==> config.mk <==
export PLATFORM = sky130hd
export DESIGN_NAME = calendar_date_up_down_counter_top_flat
export DESIGN_NICKNAME = d
export VERILOG_FILES = /design/src/rtl/core/cdc_pkg.sv /design/src/rtl/core/cdc_if.sv /design/src/rtl/core/cdc_ldec.sv /design/src/rtl/core/cdc_step.sv /design/src/rtl/core/calendar_date_up_down_counter_top.sv /design/src/flat_wrapper.sv
export SDC_FILE = /design/constraint.sdc
export NUM_CORES = 1
export LEC_CHECK = 0
export BUFFER_PORTS_ARGS = -buffer_cell sky130_fd_sc_hd__buf_2
export CORE_MARGIN = 2
export CORE_UTILIZATION = 50
export DETAILED_ROUTE_END_ITERATION = 7
export PLACE_DENSITY_LB_ADDON = 0.12
export SKIP_CTS_REPAIR_TIMING = 1
export SLEW_MARGIN = 20
export SYNTH_ARGS = -nofsm -noshare
export SYNTH_HDL_FRONTEND = slang
export SYNTH_SLANG_ARGS = --single-unit
==> constraint.sdc <==
create_clock -name i_clk -period 15.6 [get_ports i_clk]
set_input_delay 1.56 -clock i_clk [delete_from_list [all_inputs] [get_ports i_clk]]
set_output_delay 1.56 -clock i_clk [all_outputs]
set_load 0.01 [all_outputs]
==> src/rtl/core/cdc_pkg.sv <==
// ----------------------------------------------------------------------------
// cdc_pkg: calendar date counter shared definitions
// Field widths, command codes, request/result types and month length helpers.
// ----------------------------------------------------------------------------
package cdc_pkg;

    localparam int MODE_W  = 2;
    localparam int YEAR_W  = 14;
    localparam int MONTH_W = 4;
    localparam int DAY_W   = 5;

    // Year kept as (year mod 100, (year / 100) mod 4) for the leap rule.
    localparam int C100_W = 7;
    localparam int Q4_W   = 2;

    localparam int MAX_YEAR       = 9999;
    localparam int YEAR_FIELD_MAX = (1 << YEAR_W) - 1;
    localparam logic [YEAR_W-1:0] TOP_YEAR =
        YEAR_W'((MAX_YEAR > YEAR_FIELD_MAX) ? YEAR_FIELD_MAX : MAX_YEAR);

    // floor(y / 100) = (y * 5243) >> 19, exact for any 14-bit y
    localparam int DIV100_MUL_W = 13;
    localparam logic [DIV100_MUL_W-1:0] DIV100_MUL = 13'd5243;
    localparam int DIV100_SHIFT = 19;
    localparam int PROD_W       = YEAR_W + DIV100_MUL_W;
    localparam int QUO_W        = PROD_W - DIV100_SHIFT;
    localparam logic [C100_W-1:0] LAST_C100 = 7'd99;
    localparam logic [YEAR_W-1:0] CENTURY   = 14'd100;

    // Reset date 2000-01-01
    localparam logic [YEAR_W-1:0]  RST_YEAR  = 14'd2000;
    localparam logic [C100_W-1:0]  RST_C100  = 7'd0;
    localparam logic [Q4_W-1:0]    RST_Q4    = 2'd0;

    // Commands
    localparam logic [MODE_W-1:0] MODE_HOLD = 2'd0;
    localparam logic [MODE_W-1:0] MODE_NEXT = 2'd1;
    localparam logic [MODE_W-1:0] MODE_PREV = 2'd2;
    localparam logic [MODE_W-1:0] MODE_LOAD = 2'd3;

    localparam logic [MONTH_W-1:0] MONTH_JAN = 4'd1;
    localparam logic [MONTH_W-1:0] MONTH_FEB = 4'd2;
    localparam logic [MONTH_W-1:0] MONTH_APR = 4'd4;
    localparam logic [MONTH_W-1:0] MONTH_JUN = 4'd6;
    localparam logic [MONTH_W-1:0] MONTH_SEP = 4'd9;
    localparam logic [MONTH_W-1:0] MONTH_NOV = 4'd11;
    localparam logic [MONTH_W-1:0] MONTH_DEC = 4'd12;

    localparam logic [DAY_W-1:0] DAY_FIRST = 5'd1;
    localparam logic [DAY_W-1:0] DAYS_28   = 5'd28;
    localparam logic [DAY_W-1:0] DAYS_29   = 5'd29;
    localparam logic [DAY_W-1:0] DAYS_30   = 5'd30;
    localparam logic [DAY_W-1:0] DAYS_31   = 5'd31;

    typedef struct packed {
        logic [MODE_W-1:0]  mode;
        logic [YEAR_W-1:0]  load_year;
        logic [MONTH_W-1:0] load_month;
        logic [DAY_W-1:0]   load_day;
    } t_req;

    typedef struct packed {
        logic [YEAR_W-1:0]  cur_year;
        logic [MONTH_W-1:0] cur_month;
        logic [DAY_W-1:0]   cur_day;
        logic               month_end;
        logic               year_end;
        logic               leap;
        logic               load_rejected;
        logic               limit_reached;
    } t_rsp;

    // Decoded request handed to the date step stage
    typedef struct packed {
        logic [MODE_W-1:0]  mode;
        logic [YEAR_W-1:0]  year;
        logic [MONTH_W-1:0] month;
        logic [DAY_W-1:0]   day;
        logic               ok;
        logic [C100_W-1:0]  c100;
        logic [Q4_W-1:0]    q4;
    } t_ld;

    // Pipeline control from the top level
    typedef struct packed {
        logic en;
        logic valid;
    } t_ctl;

    function automatic logic f_leap(input logic [C100_W-1:0] c100,
                                    input logic [Q4_W-1:0] q4);
        f_leap = (c100[1:0] == 2'd0) && ((c100 != '0) || (q4 == '0));
    endfunction

    function automatic logic [DAY_W-1:0] f_month_len(input logic [MONTH_W-1:0] month,
                                                     input logic leap);
        logic [DAY_W-1:0] len;
        len = DAYS_31;
        if (month == MONTH_FEB) begin
            len = leap ? DAYS_29 : DAYS_28;
        end else if (month inside {MONTH_APR, MONTH_JUN, MONTH_SEP, MONTH_NOV}) begin
            len = DAYS_30;
        end
        f_month_len = len;
    endfunction

endpackage

==> src/rtl/core/cdc_if.sv <==
// ----------------------------------------------------------------------------
// cdc_if: request and result channels
// Valid/ready channels carrying the command request and the date result.
// ----------------------------------------------------------------------------
interface cdc_req_if;
    import cdc_pkg::*;
    logic valid;
    logic ready;
    t_req data;
    modport source (output valid, output data, input ready);
    modport sink   (input valid, input data, output ready);
endinterface

interface cdc_rsp_if;
    import cdc_pkg::*;
    logic valid;
    logic ready;
    t_rsp data;
    modport source (output valid, output data, input ready);
    modport sink   (input valid, input data, output ready);
endinterface

==> src/rtl/core/cdc_ldec.sv <==
// ----------------------------------------------------------------------------
// cdc_ldec: request register and load decode
// Registers the request, splits the load year by 100 and checks the load date.
// ----------------------------------------------------------------------------
module cdc_ldec (
    input  logic           i_clk,
    input  logic           i_rst_n,
    input  cdc_pkg::t_ctl  i_ctl,
    input  cdc_pkg::t_req  i_req,
    output logic           o_valid,
    output cdc_pkg::t_ld   o_ld
);
    import cdc_pkg::*;

    logic               r_valid_in;
    t_req               r_req;
    logic               r_valid_ld;
    t_ld                r_ld;
    t_ld                n_ld;

    logic [PROD_W-1:0]  prod;
    logic [QUO_W-1:0]   quo;
    logic [YEAR_W-1:0]  rem;
    logic               ld_leap;
    logic               month_ok;
    logic               day_ok;

    always_ff @(posedge i_clk) begin
        if (!i_rst_n) begin
            r_valid_in <= 1'b0;
            r_valid_ld <= 1'b0;
        end else if (i_ctl.en) begin
            r_valid_in <= i_ctl.valid;
            r_valid_ld <= r_valid_in;
        end
    end

    always_ff @(posedge i_clk) begin
        if (i_ctl.en) begin
            r_req <= i_req;
            r_ld  <= n_ld;
        end
    end

    always_comb begin
        prod     = PROD_W'(r_req.load_year) * PROD_W'(DIV100_MUL);
        quo      = prod[PROD_W-1:DIV100_SHIFT];
        rem      = r_req.load_year - YEAR_W'(YEAR_W'(quo) * CENTURY);
        ld_leap  = f_leap(rem[C100_W-1:0], quo[Q4_W-1:0]);
        month_ok = (r_req.load_month >= MONTH_JAN) && (r_req.load_month <= MONTH_DEC);
        day_ok   = (r_req.load_day >= DAY_FIRST) &&
                   (r_req.load_day <= f_month_len(r_req.load_month, ld_leap));

        n_ld.mode  = r_req.mode;
        n_ld.year  = r_req.load_year;
        n_ld.month = r_req.load_month;
        n_ld.day   = r_req.load_day;
        n_ld.ok    = (r_req.load_year <= TOP_YEAR) && month_ok && day_ok;
        n_ld.c100  = rem[C100_W-1:0];
        n_ld.q4    = quo[Q4_W-1:0];
    end

    assign o_valid = r_valid_ld;
    assign o_ld    = r_ld;

endmodule

==> src/rtl/core/cdc_step.sv <==
// ----------------------------------------------------------------------------
// cdc_step: date state and result register
// Applies hold/next/previous/load to the stored date and registers the result.
// ----------------------------------------------------------------------------
module cdc_step (
    input  logic           i_clk,
    input  logic           i_rst_n,
    input  logic           i_en,
    input  logic           i_valid,
    input  cdc_pkg::t_ld   i_ld,
    output logic           o_valid,
    output cdc_pkg::t_rsp  o_rsp
);
    import cdc_pkg::*;

    logic [YEAR_W-1:0]  r_year,  n_year;
    logic [MONTH_W-1:0] r_month, n_month;
    logic [DAY_W-1:0]   r_day,   n_day;
    logic [C100_W-1:0]  r_c100,  n_c100;
    logic [Q4_W-1:0]    r_q4,    n_q4;
    logic               r_valid;
    t_rsp               r_rsp,   n_rsp;

    logic               cur_leap;
    logic [DAY_W-1:0]   cur_len;
    logic               n_leap;
    logic               rejected;
    logic               limit;

    always_comb begin
        cur_leap = f_leap(r_c100, r_q4);
        cur_len  = f_month_len(r_month, cur_leap);
        n_year   = r_year;
        n_month  = r_month;
        n_day    = r_day;
        n_c100   = r_c100;
        n_q4     = r_q4;
        rejected = 1'b0;
        limit    = 1'b0;

        case (i_ld.mode)
            MODE_NEXT: begin
                if (r_day >= cur_len) begin
                    if (r_month >= MONTH_DEC) begin
                        if (r_year >= TOP_YEAR) begin
                            limit = 1'b1;
                        end else begin
                            n_year  = r_year + 1'b1;
                            n_month = MONTH_JAN;
                            n_day   = DAY_FIRST;
                            if (r_c100 == LAST_C100) begin
                                n_c100 = '0;
                                n_q4   = r_q4 + 1'b1;
                            end else begin
                                n_c100 = r_c100 + 1'b1;
                            end
                        end
                    end else begin
                        n_month = r_month + 1'b1;
                        n_day   = DAY_FIRST;
                    end
                end else begin
                    n_day = r_day + 1'b1;
                end
            end
            MODE_PREV: begin
                if (r_day <= DAY_FIRST) begin
                    if (r_month <= MONTH_JAN) begin
                        if (r_year == '0) begin
                            limit = 1'b1;
                        end else begin
                            n_year  = r_year - 1'b1;
                            n_month = MONTH_DEC;
                            n_day   = DAYS_31;
                            if (r_c100 == '0) begin
                                n_c100 = LAST_C100;
                                n_q4   = r_q4 - 1'b1;
                            end else begin
                                n_c100 = r_c100 - 1'b1;
                            end
                        end
                    end else begin
                        n_month = r_month - 1'b1;
                        n_day   = f_month_len(r_month - 1'b1, cur_leap);
                    end
                end else begin
                    n_day = r_day - 1'b1;
                end
            end
            MODE_LOAD: begin
                if (i_ld.ok) begin
                    n_year  = i_ld.year;
                    n_month = i_ld.month;
                    n_day   = i_ld.day;
                    n_c100  = i_ld.c100;
                    n_q4    = i_ld.q4;
                end else begin
                    rejected = 1'b1;
                end
            end
            default: begin
                // hold: date unchanged
            end
        endcase

        n_leap              = f_leap(n_c100, n_q4);
        n_rsp.cur_year      = n_year;
        n_rsp.cur_month     = n_month;
        n_rsp.cur_day       = n_day;
        n_rsp.month_end     = (n_day == f_month_len(n_month, n_leap));
        n_rsp.year_end      = (n_month == MONTH_DEC) && (n_day == DAYS_31);
        n_rsp.leap          = n_leap;
        n_rsp.load_rejected = rejected;
        n_rsp.limit_reached = limit;
    end

    always_ff @(posedge i_clk) begin
        if (!i_rst_n) begin
            r_year  <= RST_YEAR;
            r_month <= MONTH_JAN;
            r_day   <= DAY_FIRST;
            r_c100  <= RST_C100;
            r_q4    <= RST_Q4;
            r_valid <= 1'b0;
        end else if (i_en) begin
            r_valid <= i_valid;
            if (i_valid) begin
                r_year  <= n_year;
                r_month <= n_month;
                r_day   <= n_day;
                r_c100  <= n_c100;
                r_q4    <= n_q4;
            end
        end
    end

    always_ff @(posedge i_clk) begin
        if (i_en && i_valid) begin
            r_rsp <= n_rsp;
        end
    end

    assign o_valid = r_valid;
    assign o_rsp   = r_rsp;

endmodule

==> src/rtl/core/calendar_date_up_down_counter_top.sv <==
// ----------------------------------------------------------------------------
// calendar_date_up_down_counter_top: Gregorian date up/down counter
// Holds a date and applies hold, next day, previous day or load per request.
// ----------------------------------------------------------------------------
//
//  Channel  | Dir | Payload                                 | Handshake
//  ---------+-----+-----------------------------------------+-------------
//  i_req    | in  | mode, load_year, load_month, load_day   | valid/ready
//  o_rsp    | out | date, month/year end, leap, rej, limit  | valid/ready
//
//  One request per cycle sustained while o_rsp is not held off; each request
//  passes through the request, load decode and result registers in order.
//  The stored date is updated only in the date step stage, so consecutive
//  requests see each other's result with no bubble.
//  When o_rsp is held off, the whole pipe freezes and i_req.ready drops.
//  Reset (synchronous, active low) sets the date to 2000-01-01 and empties
//  the pipe.
//
module calendar_date_up_down_counter_top (
    input  logic         i_clk,
    input  logic         i_rst_n,
    cdc_req_if.sink      i_req,
    cdc_rsp_if.source    o_rsp
);
    import cdc_pkg::*;

    t_ctl  pipe_ctl;
    logic  ld_valid;
    t_ld   ld;
    logic  step_valid;
    t_rsp  step_rsp;
    logic  pipe_en;

    // Pipe advances whenever the result register is empty or being drained.
    assign pipe_en        = !step_valid || o_rsp.ready;
    assign pipe_ctl.en    = pipe_en;
    assign pipe_ctl.valid = i_req.valid;
    assign i_req.ready    = pipe_en;

    // Stage 1-2: request register, then load year split and date check
    cdc_ldec u_ldec (
        .i_clk   (i_clk),
        .i_rst_n (i_rst_n),
        .i_ctl   (pipe_ctl),
        .i_req   (i_req.data),
        .o_valid (ld_valid),
        .o_ld    (ld)
    );

    // Stage 3: date state update and result register
    cdc_step u_step (
        .i_clk   (i_clk),
        .i_rst_n (i_rst_n),
        .i_en    (pipe_en),
        .i_valid (ld_valid),
        .i_ld    (ld),
        .o_valid (step_valid),
        .o_rsp   (step_rsp)
    );

    assign o_rsp.valid = step_valid;
    assign o_rsp.data  = step_rsp;

endmodule

==> src/flat_wrapper.sv <==
// flat-port wrapper written by rule: the top's interface ports become plain ports
module calendar_date_up_down_counter_top_flat import cdc_pkg::*;
  (i_clk, i_rst_n, i_req_valid, i_req_data, i_req_ready, o_rsp_valid, o_rsp_data, o_rsp_ready);
  cdc_req_if i_req_i ();
  cdc_rsp_if o_rsp_i ();
  input  logic i_clk;
  input  logic i_rst_n;
  input wire logic [$bits(i_req_i.valid)-1:0] i_req_valid;
  input wire logic [$bits(i_req_i.data)-1:0] i_req_data;
  output wire logic [$bits(i_req_i.ready)-1:0] i_req_ready;
  output wire logic [$bits(o_rsp_i.valid)-1:0] o_rsp_valid;
  output wire logic [$bits(o_rsp_i.data)-1:0] o_rsp_data;
  input wire logic [$bits(o_rsp_i.ready)-1:0] o_rsp_ready;
  assign i_req_i.valid = i_req_valid;
  assign i_req_i.data = i_req_data;
  assign i_req_ready = i_req_i.ready;
  assign o_rsp_valid = o_rsp_i.valid;
  assign o_rsp_data = o_rsp_i.data;
  assign o_rsp_i.ready = o_rsp_ready;
  calendar_date_up_down_counter_top u_core (.i_clk(i_clk), .i_rst_n(i_rst_n), .i_req(i_req_i), .o_rsp(o_rsp_i));
endmodule
==> results by group, run 1 <==
Yosys
  – Cell type with the highest aggregate area in the netlist: sky130_fd_sc_hd__edfxtp_1
  – Number of synthesized register bits: 121
  – Total of warnings raised by yosys: 0
  – Post-Synthesis Cell Area: slightly above 0.01 mm²
  – Syn Nets: 1298
  – Mapped Avg Cell Area: between 9 and 10 µm²
  – Most frequent cells after synthesis: sky130_fd_sc_hd__inv_1 (144), sky130_fd_sc_hd__ha_1 (122), sky130_fd_sc_hd__nand2_1 (96)
  – Top post-synthesis cells by area: sky130_fd_sc_hd__edfxtp_1 (25%), sky130_fd_sc_hd__ha_1 (15%), sky130_fd_sc_hd__fa_1 (12%)
  – Fraction of synthesized cell area taken by the top area cell type: 25.0%
  – Top_reg_cell synth: sky130_fd_sc_hd__edfxtp_1
  – Number of cells produced by synthesis: 1085
  – Sequential fraction of the synthesis area: 31.8%
  – Share of flip-flops with an asynchronous set or reset: 0%
  – Distinct cells, synth: 72
  – Number of flops mapped to enable cells by yosys: 86
  – Most used standard cell by instance count after synthesis: sky130_fd_sc_hd__inv_1

Floorplan
  – Total die area: 0.0218 mm²
  – Floorplan die height: around 150 µm
  – Effective utilization at floorplan: 51.0%
  – Chip width: 148 µm
  – # IOs: 59
  – Cell Rows: 52
  – Core Box Area: 0.0202 mm²

Detailed routing
  – Vias: 8136
  – Vias per std cell: 5.81
  – Routed length per instance: 18.1 µm
  – Post-detailed-route count of antenna-violating nets: 0
  – Post-detailed-route DRC marker count: 9
  – Starting DRT DRC Count: 768
  – Wire length after detailed routing: between 20 and 30 mm
  – Drt first pass iters: 8

Clock network
  – CTS tree: yes
  – Clk slew on worst S/H paths: roughly 0.06 ns
  – Maximum root-to-sink buffer count: 2
  – CTS H-tree depth: 4
  – Worst-Skew Late Latency: approximately 0.43 ns
  – Sinks on the clock net: approximately 120
  – Clock buffers created by TritonCTS: 17
  – Clock tree root driver cell: sky130_fd_sc_hd__clkbuf_16

Global routing
  – Maximum number of pins on one net before global-route repair: between 50 and 60
  – Overall fraction of global-route tracks in use: 24.1%
  – Overflow left after global routing: 0
  – First-pass GRT wire length: 41.2 mm
  – Via count of the first global-routing pass: ~7800
  – Antenna violations before repair: 0

STA
  – Final setup skew: 0.00807 ns
  – Tightest Pin Transition: 0.969 ns
  – Unrepaired setup endpoints after global routing: no
  – Maximum operating frequency: 134 MHz
  – Final period demand of the worst path: about 7.4 ns
  – Worst Slack Setup Final: 8.15 ns
  – Hold Worst Slack: 0.427 ns
  – Final hold vios: 0
  – Total setup violations reported at the end of the flow: 0
  – Final Cycle Share: 47.7%
  – Worst slew margin: between 30% and 40%
  – Setup_tns: 0 ns
  – Final slew viol count: 0

Hold path
  – Worst min path class: reg -> reg
  – Start point of the worst min-delay path: u_core.u_ldec.n_ld[33]

Layout
  – Share of post-route cells with drive strength above 1: a little over a tenth
  – Area Overhead vs Synth: 9.90%
  – Filler cell count in the final layout: 1839
  – Final #Nets: 1330
  – ANT cells: 0
  – Post-route cell area: between 0.01 and 0.015 mm²
  – Area of all sequential standard cells: 0.00328 mm²
  – Multi-input logic area: 0.00629 mm²

Placement
  – Placer congestion estimate: 0.955
  – Setup WS pre-CTS: 8.19 ns
  – Number of buffers inserted by port buffering: 58
  – HPWL after detailed placement: 18.7 mm
  – DP Area: around 0.011 mm²

Worst setup path
  – Dominant delay contributor by cell family on the critical path: adder cells
  – Largest fanout on the critical path: 7
  – CP max stage cell: sky130_fd_sc_hd__edfxtp_1
  – Type of the worst setup path: reg -> reg
  – Startpoint of the worst-slack reg-to-reg timing path: u_core.u_ldec.n_ld[23]
  – Worst endpoint data arrival time: 7.65 ns
  – First element of the critical path: u_core.u_ldec.n_ld[23]
  – Required time reported for the critical path endpoint: 15.80 ns
  – Max incr delay on CP: 0.59 ns
  – Count of buffering cells on the critical path with inverters included: 5
  – Critical Path End Type: flop
  – Type of origin of the critical path: flop
  – Worst R2R Setup Slack: between 8 and 9 ns

Status
  – Failing checks: DRC
  – Result of the run: finished with violations

Power
  – Pwr dens: 155 mW/mm²
  – Peak supply drop: 193 µV
  – Overall power of the completed layout: 1.75 mW
  – Leak pwr: 4.94 nW

Run
  – Max-cap violation count: 0
==> worst reg2reg max path: cells and delay by family (launching register included) <==
kind	cells	cell delay, ns
compound gates	7	1.71
xor+xnor	2	0.27
fa+ha+maj	9	3.41
buf+inv	5	0.39
flops	1	0.59
simple gates	7	0.87
==> path summary, 6_finish.rpt <==
| check | cells after the start | to |
|---|---|---|
| worst max-delay path | 30 | u_core.u_ldec.o_ld[9] |
| worst min-delay path | 0 | u_core.u_ldec.o_ld[33] |
| worst max register to register | 30 | u_core.u_ldec.o_ld[9] |
| worst min register to register | 0 | u_core.u_ldec.o_ld[33] |
==> power breakdown <==
group | leakage [nW] | total, mW | switching (mW) | internal, mW
clock network | 0.262 | 0.359 | 0.155 | 0.203
logic | 3.53 | 0.963 | 0.546 | 0.416
registers | 1.15 | 0.433 | 0.0245 | 0.409
total | 4.94 | 1.75 | 0.726 | 1.03
==> cells in the final DEF (no fill, tap or decap), drive strengths merged, types with 7 or more instances in the layout <==
cell and count:
inv 146, ha 122, nand2 96, edfxtp 86, buf 67, fa 62, a21oi 56, o21ai 55
nor2 49, nand3 40, dfxtp 35, nor3 23, xnor2 22, clkbuf 18, a31oi 14, mux2i 14
a21boi 14, clkinv 12, and2 11, o211ai 11, nor4 11, nand4 10, o211a 8, or3 8
a211oi 8, nor2b 7, a21o 7, nand2b 7
==> metal layers <==
| metal | GRT usage (%) | part of all wire [%] |
|---|---|---|
| met1 | 32.8 | 44 |
| met2 | 39.6 | 48 |
| met3 | 3.43 | 5.1 |
| met4 | 8.56 | 2.9 |
| met5 | 0 | 0 |
==> sequential cells by signal (all words and copies together) (netlist names) <==
register and flops:
u_core.u_ldec.o_ld 33, u_core.u_step.o_rsp 28, u_core.u_ldec.n_ld 25, u_core.u_step.r_year 14, u_core.u_step.r_c100 7, u_core.u_step.r_day 5, u_core.u_step.r_month 4, u_core.u_step.r_q4 2
u_core.u_ldec.o_valid 1, u_core.u_ldec.r_valid_in 1, u_core.u_step.o_valid 1
==> through the flow <==
| stage | utilization, % | instances |
|---|---|---|
| floorplan | - | 1085 |
| global placement | 53.5 | 1368 |
| detailed placement | 53.5 | 1368 |
| CTS | 56.1 | 1400 |
| global route | 56.1 | 1400 |
| finish | 56.1 | 1400 |
==> layout make-up <==
type / instances / share of cell area [%]
Clock buffer: 18 / 3.78
Clock inverter: 14 / 0.893
Tap cell: 270 / 2.98
Inverter: 145 / 4.81
Multi-Input combinational cell: 765 / 55.5
Sequential cell: 121 / 28.9
Timing Repair Buffer: 67 / 3.15
==> cells by family after synthesis <==
family                     after synthesis  share of synthesized area (%)
and+or+nand+nor                        288                           13.5
AOI/OAI and AO/OA                      246                           16.2
buffers and inverters                  199                           7.34
adders and majority gates              185                           26.9
DFF                                    121                           31.8
xor gates and xnor gates                26                           2.21
muxes                                   20                           2.01
No activity file was read; power rests on OpenSTA's default activity.
==> run 2: changes to the inputs <==
==> constraint.sdc (replaced) <==
create_clock -name i_clk -period 7.3 [get_ports i_clk]
set_input_delay 0.73 -clock i_clk [delete_from_list [all_inputs] [get_ports i_clk]]
set_output_delay 0.73 -clock i_clk [all_outputs]
set_load 0.01 [all_outputs]
==> results by group, run 2 (synthesis results as in run 1) <==
Status
  – Result of the run: complete, no violations

Worst setup path
  – CP max stage cell: sky130_fd_sc_hd__edfxtp_1
  – Max incr delay on CP: 0.55 ns (-0.04 ns)
  – R2R Path End: u_core.u_ldec.o_ld[9]
  – Type of origin of the critical path: flop
  – Worst endpoint data arrival time: 7.28 ns (-0.37 ns)
  – Type of the worst setup path: reg -> reg
  – Required time reported for the critical path endpoint: 7.52 ns (-8.28 ns)
  – Count of cells along the worst register-to-register path: 30 (unchanged)
  – Dominant delay contributor by cell family on the critical path: adder cells
  – Critical Path End Type: flop
  – Count of buffering cells on the critical path with inverters included: 5 (unchanged)
  – Startpoint of the worst-slack reg-to-reg timing path: u_core.u_ldec.n_ld[27]
  – Largest fanout on the critical path: 7 (unchanged)
  – Worst R2R Setup Slack: 0.24 ns (-7.91 ns)

Detailed routing
  – Post-detailed-route count of antenna-violating nets: 0 (unchanged)
  – Starting DRT DRC Count: 755 (-1.7%)
  – Routed length per instance: 18.0 µm (-0.88%)
  – Wire length after detailed routing: 25.6 mm (+0.67%)
  – Drt first pass iters: 5 (-3)
  – Vias: 8100 (-0.44%)
  – Vias per std cell: 5.70 (-2.0%)
  – Post-detailed-route DRC marker count: 0 (-9)

Layout
  – Area of all sequential standard cells: 0.00328 mm² (unchanged)
  – Multi-input logic area: 0.00641 mm² (+1.9%)
  – ANT cells: 0 (unchanged)
  – Post-route cell area: 0.0117 mm² (+3.1%)
  – Filler cell count in the final layout: 1801 (-2.1%)
  – Most frequent standard cell in the layout excluding fill and tap cells: sky130_fd_sc_hd__inv_1
  – Final #Nets: 1352 (+1.7%)
  – Share of post-route cells with drive strength above 1: 14.0% (+3.5 points)
  – Count of non-filler cells in the finished layout: 1422 (+1.6%)
  – Commonest non-fill, non-tap cells in the layout: sky130_fd_sc_hd__inv_1 (141), sky130_fd_sc_hd__ha_1 (120), sky130_fd_sc_hd__nand2_1 (96)
  – Area Overhead vs Synth: 13.3%
  – Flip-flop count of the largest register after layout: 33 (unchanged)

STA
  – Final slew viol count: 0 (unchanged)
  – Final setup skew: 0.0176 ns (+0.00951 ns)
  – Final hold vios: 0 (unchanged)
  – Final Cycle Share: 96.7% (+49 points)
  – Setup_tns: 0 ns (unchanged)
  – Tightest Pin Transition: 0.983 ns (+0.0140 ns)
  – Hold Worst Slack: 0.420 ns (-0.00713 ns)
  – Total setup violations reported at the end of the flow: 0 (unchanged)
  – Worst slew margin: 34.5% (-0.93 points)
  – Maximum operating frequency: 142 MHz (+5.5%)
  – Worst Slack Setup Final: 0.244 ns (-7.91 ns)
  – Final period demand of the worst path: 7.06 ns (-0.390 ns)

Hold path
  – End point of the worst hold path: u_core.u_ldec.o_ld[34]
  – Start point of the worst min-delay path: u_core.u_ldec.n_ld[34]
  – Worst min path class: reg -> reg
  – Min-Delay Path Depth: 0 (unchanged)

Clock network
  – Clk slew on worst S/H paths: 0.06 ns (about the same)
  – CTS H-tree depth: 4 (unchanged)
  – Clock tree root driver cell: sky130_fd_sc_hd__clkbuf_16
  – CTS tree: yes
  – Worst-Skew Late Latency: 0.43 ns (about the same)
  – Sinks on the clock net: 121 (unchanged)
  – Maximum root-to-sink buffer count: 2 (unchanged)
  – Clock buffers created by TritonCTS: 17 (unchanged)

Floorplan
  – Effective utilization at floorplan: 51.0% (unchanged)
  – Cell Rows: 52 (unchanged)
  – # IOs: 59 (unchanged)
  – Total die area: 0.0218 mm² (unchanged)
  – Chip width: 148 µm (unchanged)
  – Floorplan die height: 148 µm (unchanged)
  – Core Box Area: 0.0202 mm² (unchanged)

Global routing
  – Via count of the first global-routing pass: 7813 (+0.21%)
  – Maximum number of pins on one net before global-route repair: 64 (+8.5%)
  – First-pass GRT wire length: 42.0 mm (+1.9%)
  – Overflow left after global routing: 0 (unchanged)
  – Antenna violations before repair: 0 (unchanged)
  – Overall fraction of global-route tracks in use: 24.3% (+0.22 points)

Placement
  – Placer congestion estimate: 0.961 (+0.64%)
  – DP Area: 0.0109 mm² (+0.69%)
  – Setup WS pre-CTS: -0.0336 ns (-8.23 ns)
  – Number of buffers inserted by port buffering: 58 (unchanged)
  – Placed insts: 1378 (+0.73%)
  – HPWL after detailed placement: 18.5 mm (-1.5%)

Power
  – Pwr dens: 361 mW/mm² (+130%)
  – Peak supply drop: 516 µV (+170%)
  – Leak pwr: 5.09 nW (+2.9%)

Run
  – Max-cap violation count: 0 (unchanged)
[run 2: changes by cell type in the layout (fill, tap and decap cells not counted), moves of 3 or more]
cell,change
sky130_fd_sc_hd__buf_6,+4
sky130_fd_sc_hd__nor2_1,-3
sky130_fd_sc_hd__buf_4,+18
sky130_fd_sc_hd__a21oi_1,-3
sky130_fd_sc_hd__a21oi_2,+3
[run 2: routing by layer]
| layer | wire, µm | part of all wire, % | GRT usage [%] |
|---|---|---|---|
| met5 | 0 | 0 | 0 |
| met4 | 537 | 2.1 | 7.93 |
| met3 | 1340 | 5.2 | 3.18 |
| met2 | 12100 | 47 | 38.7 |
| met1 | 11600 | 45 | 34.6 |
[run 2: per-stage QoR]
stage / utilization, % / power [mW]
floorplan: - / 2.50
global route: 57.8 / 4.60
global placement: 53.8 / 2.99
finish: 57.8 / 4.22
CTS: 56.7 / 3.87
detailed placement: 53.8 / 3.01
[run 2: power breakdown]
| group | switching, mW | internal (mW) |
|---|---|---|
| Combinational | 1.33 | 1.13 |
| Clock | 0.342 | 0.504 |
| Sequential | 0.0447 | 0.873 |
| Total | 1.71 | 2.51 |
[run 2: how the worst max path moves through the flow]
stage	startpoint	endpoint	slack, ns	cells after the start
5_1_grt	u_core.u_ldec.n_ld[27]	u_core.u_ldec.o_ld[9]	-0.08	30
3_3_place_gp	u_core.u_ldec.n_ld[30]	u_core.u_ldec.o_ld[9]	0.15	26
6_report	u_core.u_ldec.n_ld[27]	u_core.u_ldec.o_ld[9]	0.24	30
2_1_floorplan	u_core.u_ldec.n_ld[30]	u_core.u_ldec.o_ld[9]	0.50	30
4_1_cts	u_core.u_ldec.n_ld[24]	u_core.u_ldec.o_ld[9]	-0.08	27
3_5_place_dp	u_core.u_ldec.n_ld[24]	u_core.u_ldec.o_ld[9]	-0.03	27
[run 2: layout make-up]
type	instances	share of cell area [%]
clock buffers	18	3.67
flip-flops and latches	121	28.1
inverters	145	4.66
clock inverters	14	1.29
well taps	270	2.89
multi-input cells	765	54.8
repair buffers	89	4.60
==> run 3: changes to the inputs <==
--- a/config.mk
+++ b/config.mk
@@ -5,10 +5,10 @@
 export SDC_FILE = /design/constraint.sdc
 export NUM_CORES = 1
 export LEC_CHECK = 0
-export BUFFER_PORTS_ARGS = -buffer_cell sky130_fd_sc_hd__buf_2
 export CORE_MARGIN = 2
 export CORE_UTILIZATION = 50
 export DETAILED_ROUTE_END_ITERATION = 7
+export DONT_BUFFER_PORTS = 1
 export PLACE_DENSITY_LB_ADDON = 0.12
 export SKIP_CTS_REPAIR_TIMING = 1
 export SLEW_MARGIN = 20
==> results by group, run 3 (synthesis results as in run 1) <==
Status
  – Result of the run: complete, no violations

Detailed routing
  – Vias per std cell: 5.88 (+3.2%)
  – Wire length after detailed routing: 25.8 mm (+0.96%)
  – Post-detailed-route count of antenna-violating nets: 0 (unchanged)
  – Routed length per instance: 18.9 µm (+5.1%)
  – Drt first pass iters: 5 (unchanged)
  – Vias: 8028 (-0.89%)
  – Starting DRT DRC Count: 704 (-6.8%)
  – Post-detailed-route DRC marker count: 0 (unchanged)

Floorplan
  – Cell Rows: 52 (unchanged)
  – Effective utilization at floorplan: 51.0% (unchanged)
  – # IOs: 59 (unchanged)
  – Chip width: 148 µm (unchanged)
  – Floorplan die height: 148 µm (unchanged)
  – Core Box Area: 0.0202 mm² (unchanged)
  – Total die area: 0.0218 mm² (unchanged)

Hold path
  – Min-Delay Path Depth: 1 (+1)
  – Start point of the worst min-delay path: i_rst_n
  – Worst min path class: in -> reg
  – End point of the worst hold path: u_core.u_step.r_year[6]

STA
  – Final period demand of the worst path: 6.95 ns (-0.105 ns)
  – Final setup skew: 0.0111 ns (-0.00645 ns)
  – Worst Slack Setup Final: 0.349 ns (+0.105 ns)
  – Maximum operating frequency: 144 MHz (+1.5%)
  – Setup_tns: 0 ns (unchanged)
  – Tightest Pin Transition: 0.960 ns (-0.0231 ns)
  – Total setup violations reported at the end of the flow: 0 (unchanged)
  – Final hold vios: 0 (unchanged)
  – Final Cycle Share: 95.2% (-1.4 points)
  – Hold Worst Slack: 0.391 ns (-0.0290 ns)
  – Worst slew margin: 36.0% (+1.5 points)
  – Final slew viol count: 0 (unchanged)

Power
  – Pwr dens: 369 mW/mm² (+2.3%)
  – Peak supply drop: 334 µV (-35%)
  – Overall power of the completed layout: 4.22 mW (about the same)
  – Fraction of power consumed by combinational cells: 57.2% (-1.0 points)
  – Design internal power: 2.51 mW (+0.20%)
  – Net switching power figure: 1.71 mW (-0.37%)
  – Sequential share of power: 21.9% (about the same)
  – Leak pwr: 4.89 nW (-3.9%)
  – Switching portion of total power: 40.4% (-0.14 points)
  – Part of the power in the clock network: 20.9% (+0.8 points)

Clock network
  – Sinks on the clock net: 121 (unchanged)
  – Clk slew on worst S/H paths: 0.06 ns (about the same)
  – Clock buffers created by TritonCTS: 17 (unchanged)
  – Clock tree root driver cell: sky130_fd_sc_hd__clkbuf_16
  – Maximum root-to-sink buffer count: 2 (unchanged)
  – Worst-Skew Late Latency: 0.43 ns (about the same)
  – CTS tree: yes
  – CTS H-tree depth: 4 (unchanged)

Run
  – Max-cap violation count: 0 (unchanged)

Layout
  – Most frequent standard cell in the layout excluding fill and tap cells: sky130_fd_sc_hd__inv_1
  – Final #Nets: 1296 (-4.1%)
  – Flip-flop count of the largest register after layout: 33 (unchanged)
  – Area Overhead vs Synth: 10.7%
  – Count of non-filler cells in the finished layout: 1366 (-3.9%)
  – Final core area utilization: 56.5% (-1.3 points)
  – Share of post-route cells with drive strength above 1: 9.40% (-4.6 points)
  – ANT cells: 0 (unchanged)
  – Commonest non-fill, non-tap cells in the layout: sky130_fd_sc_hd__inv_1 (141), sky130_fd_sc_hd__ha_1 (119), sky130_fd_sc_hd__nand2_1 (96)
  – Post-route cell area: 0.0114 mm² (-2.3%)

Global routing
  – Maximum number of pins on one net before global-route repair: 63 (-1.6%)
  – Overall fraction of global-route tracks in use: 24.5% (+0.11 points)
  – Antenna violations before repair: 0 (unchanged)
  – Overflow left after global routing: 0 (unchanged)
  – Via count of the first global-routing pass: 7933 (+1.5%)
  – First-pass GRT wire length: 42.1 mm (+0.16%)

Worst setup path
  – Worst endpoint data arrival time: 7.11 ns (-0.17 ns)
  – Required time reported for the critical path endpoint: 7.46 ns (-0.06 ns)
  – Startpoint of the worst-slack reg-to-reg timing path: u_core.u_ldec.n_ld[23]
  – Count of cells along the worst register-to-register path: 26 (-13%)
  – Worst R2R Setup Slack: 0.35 ns (+0.10 ns)
  – Largest fanout on the critical path: 5 (-2)
  – Type of the worst setup path: reg -> reg
  – Type of origin of the critical path: flop
  – R2R Path End: u_core.u_ldec.o_ld[9]
  – Critical Path End Type: flop

Placement
  – Placed insts: 1319 (-4.3%)
  – Setup WS pre-CTS: 0.0209 ns (+0.0545 ns)
  – Number of buffers inserted by port buffering: 0 (-100%)
  – HPWL after detailed placement: 18.9 mm (+2.4%)
  – Placer congestion estimate: 0.944 (-1.7%)
  – DP Area: 0.0106 mm² (-2.7%)
run 3: layer usage:
metal / global-route usage, % / share of wire (%) / vias to the layer above
li1: - / - / 3847
met2: 40.1 / 47 / 308
met1: 33.7 / 44 / 3820
met3: 3.49 / 5.8 / 53
met4: 7.74 / 2.4 / 0
met5: 0 / 0 / -
run 3: power by group through the flow:
stage / sequential (mW) / combinational, mW / clock (mW)
2_1_floorplan: 0.918 / 1.58 / 0
3_3_place_gp: 0.936 / 2.06 / 0
3_5_place_dp: 0.938 / 2.08 / 0
4_1_cts: 0.924 / 2.10 / 0.899
5_1_grt: 0.930 / 2.70 / 0.926
6_report: 0.923 / 2.41 / 0.883
run 3: final cells by class:
type                       instances  area, µm²
fill                            1757       8800
multi-input combinational        765       6390
sequential                       121       3280
inverter                         145        546
clock buffer                      18        429
tap                              270        338
timing repair buffer              33        255
clock inverter                    14        186
run 3: worst max path at each step:
stage	start	to	slack, ns	depth (start not counted)
2_1_floorplan	u_core.u_ldec.n_ld[30]	u_core.u_ldec.o_ld[9]	0.50	30
3_3_place_gp	u_core.u_ldec.n_ld[29]	u_core.u_ldec.o_ld[9]	0.11	26
3_5_place_dp	u_core.u_ldec.n_ld[29]	u_core.u_ldec.o_ld[9]	0.02	26
4_1_cts	u_core.u_ldec.n_ld[29]	u_core.u_ldec.o_ld[9]	-0.02	26
5_1_grt	u_core.u_ldec.n_ld[23]	u_core.u_ldec.o_ld[9]	-0.03	31
6_report	u_core.u_ldec.n_ld[23]	u_core.u_ldec.o_ld[9]	0.35	26
run 3: worst max-delay path, stage by stage (launching register included):
cell                        delay (ns)
sky130_fd_sc_hd__edfxtp_1         0.50
sky130_fd_sc_hd__buf_4            0.18
sky130_fd_sc_hd__buf_4            0.14
sky130_fd_sc_hd__fa_1             0.40
sky130_fd_sc_hd__ha_1             0.21
sky130_fd_sc_hd__fa_1             0.55
sky130_fd_sc_hd__inv_1            0.06
sky130_fd_sc_hd__fa_1             0.47
sky130_fd_sc_hd__fa_1             0.55
sky130_fd_sc_hd__inv_1            0.05
sky130_fd_sc_hd__ha_1             0.30
sky130_fd_sc_hd__a21o_1           0.17
sky130_fd_sc_hd__o221ai_2         0.18
sky130_fd_sc_hd__o2111ai_1        0.15
sky130_fd_sc_hd__a21oi_1          0.27
sky130_fd_sc_hd__xnor2_2          0.22
sky130_fd_sc_hd__inv_1            0.08
sky130_fd_sc_hd__ha_1             0.35
sky130_fd_sc_hd__xor2_2           0.16
sky130_fd_sc_hd__xnor2_1          0.14
sky130_fd_sc_hd__xnor2_1          0.23
sky130_fd_sc_hd__xnor2_1          0.19
sky130_fd_sc_hd__xnor2_1          0.14
sky130_fd_sc_hd__o41a_1           0.43
sky130_fd_sc_hd__ha_1             0.29
sky130_fd_sc_hd__a211oi_2         0.20
sky130_fd_sc_hd__a2111oi_2        0.05
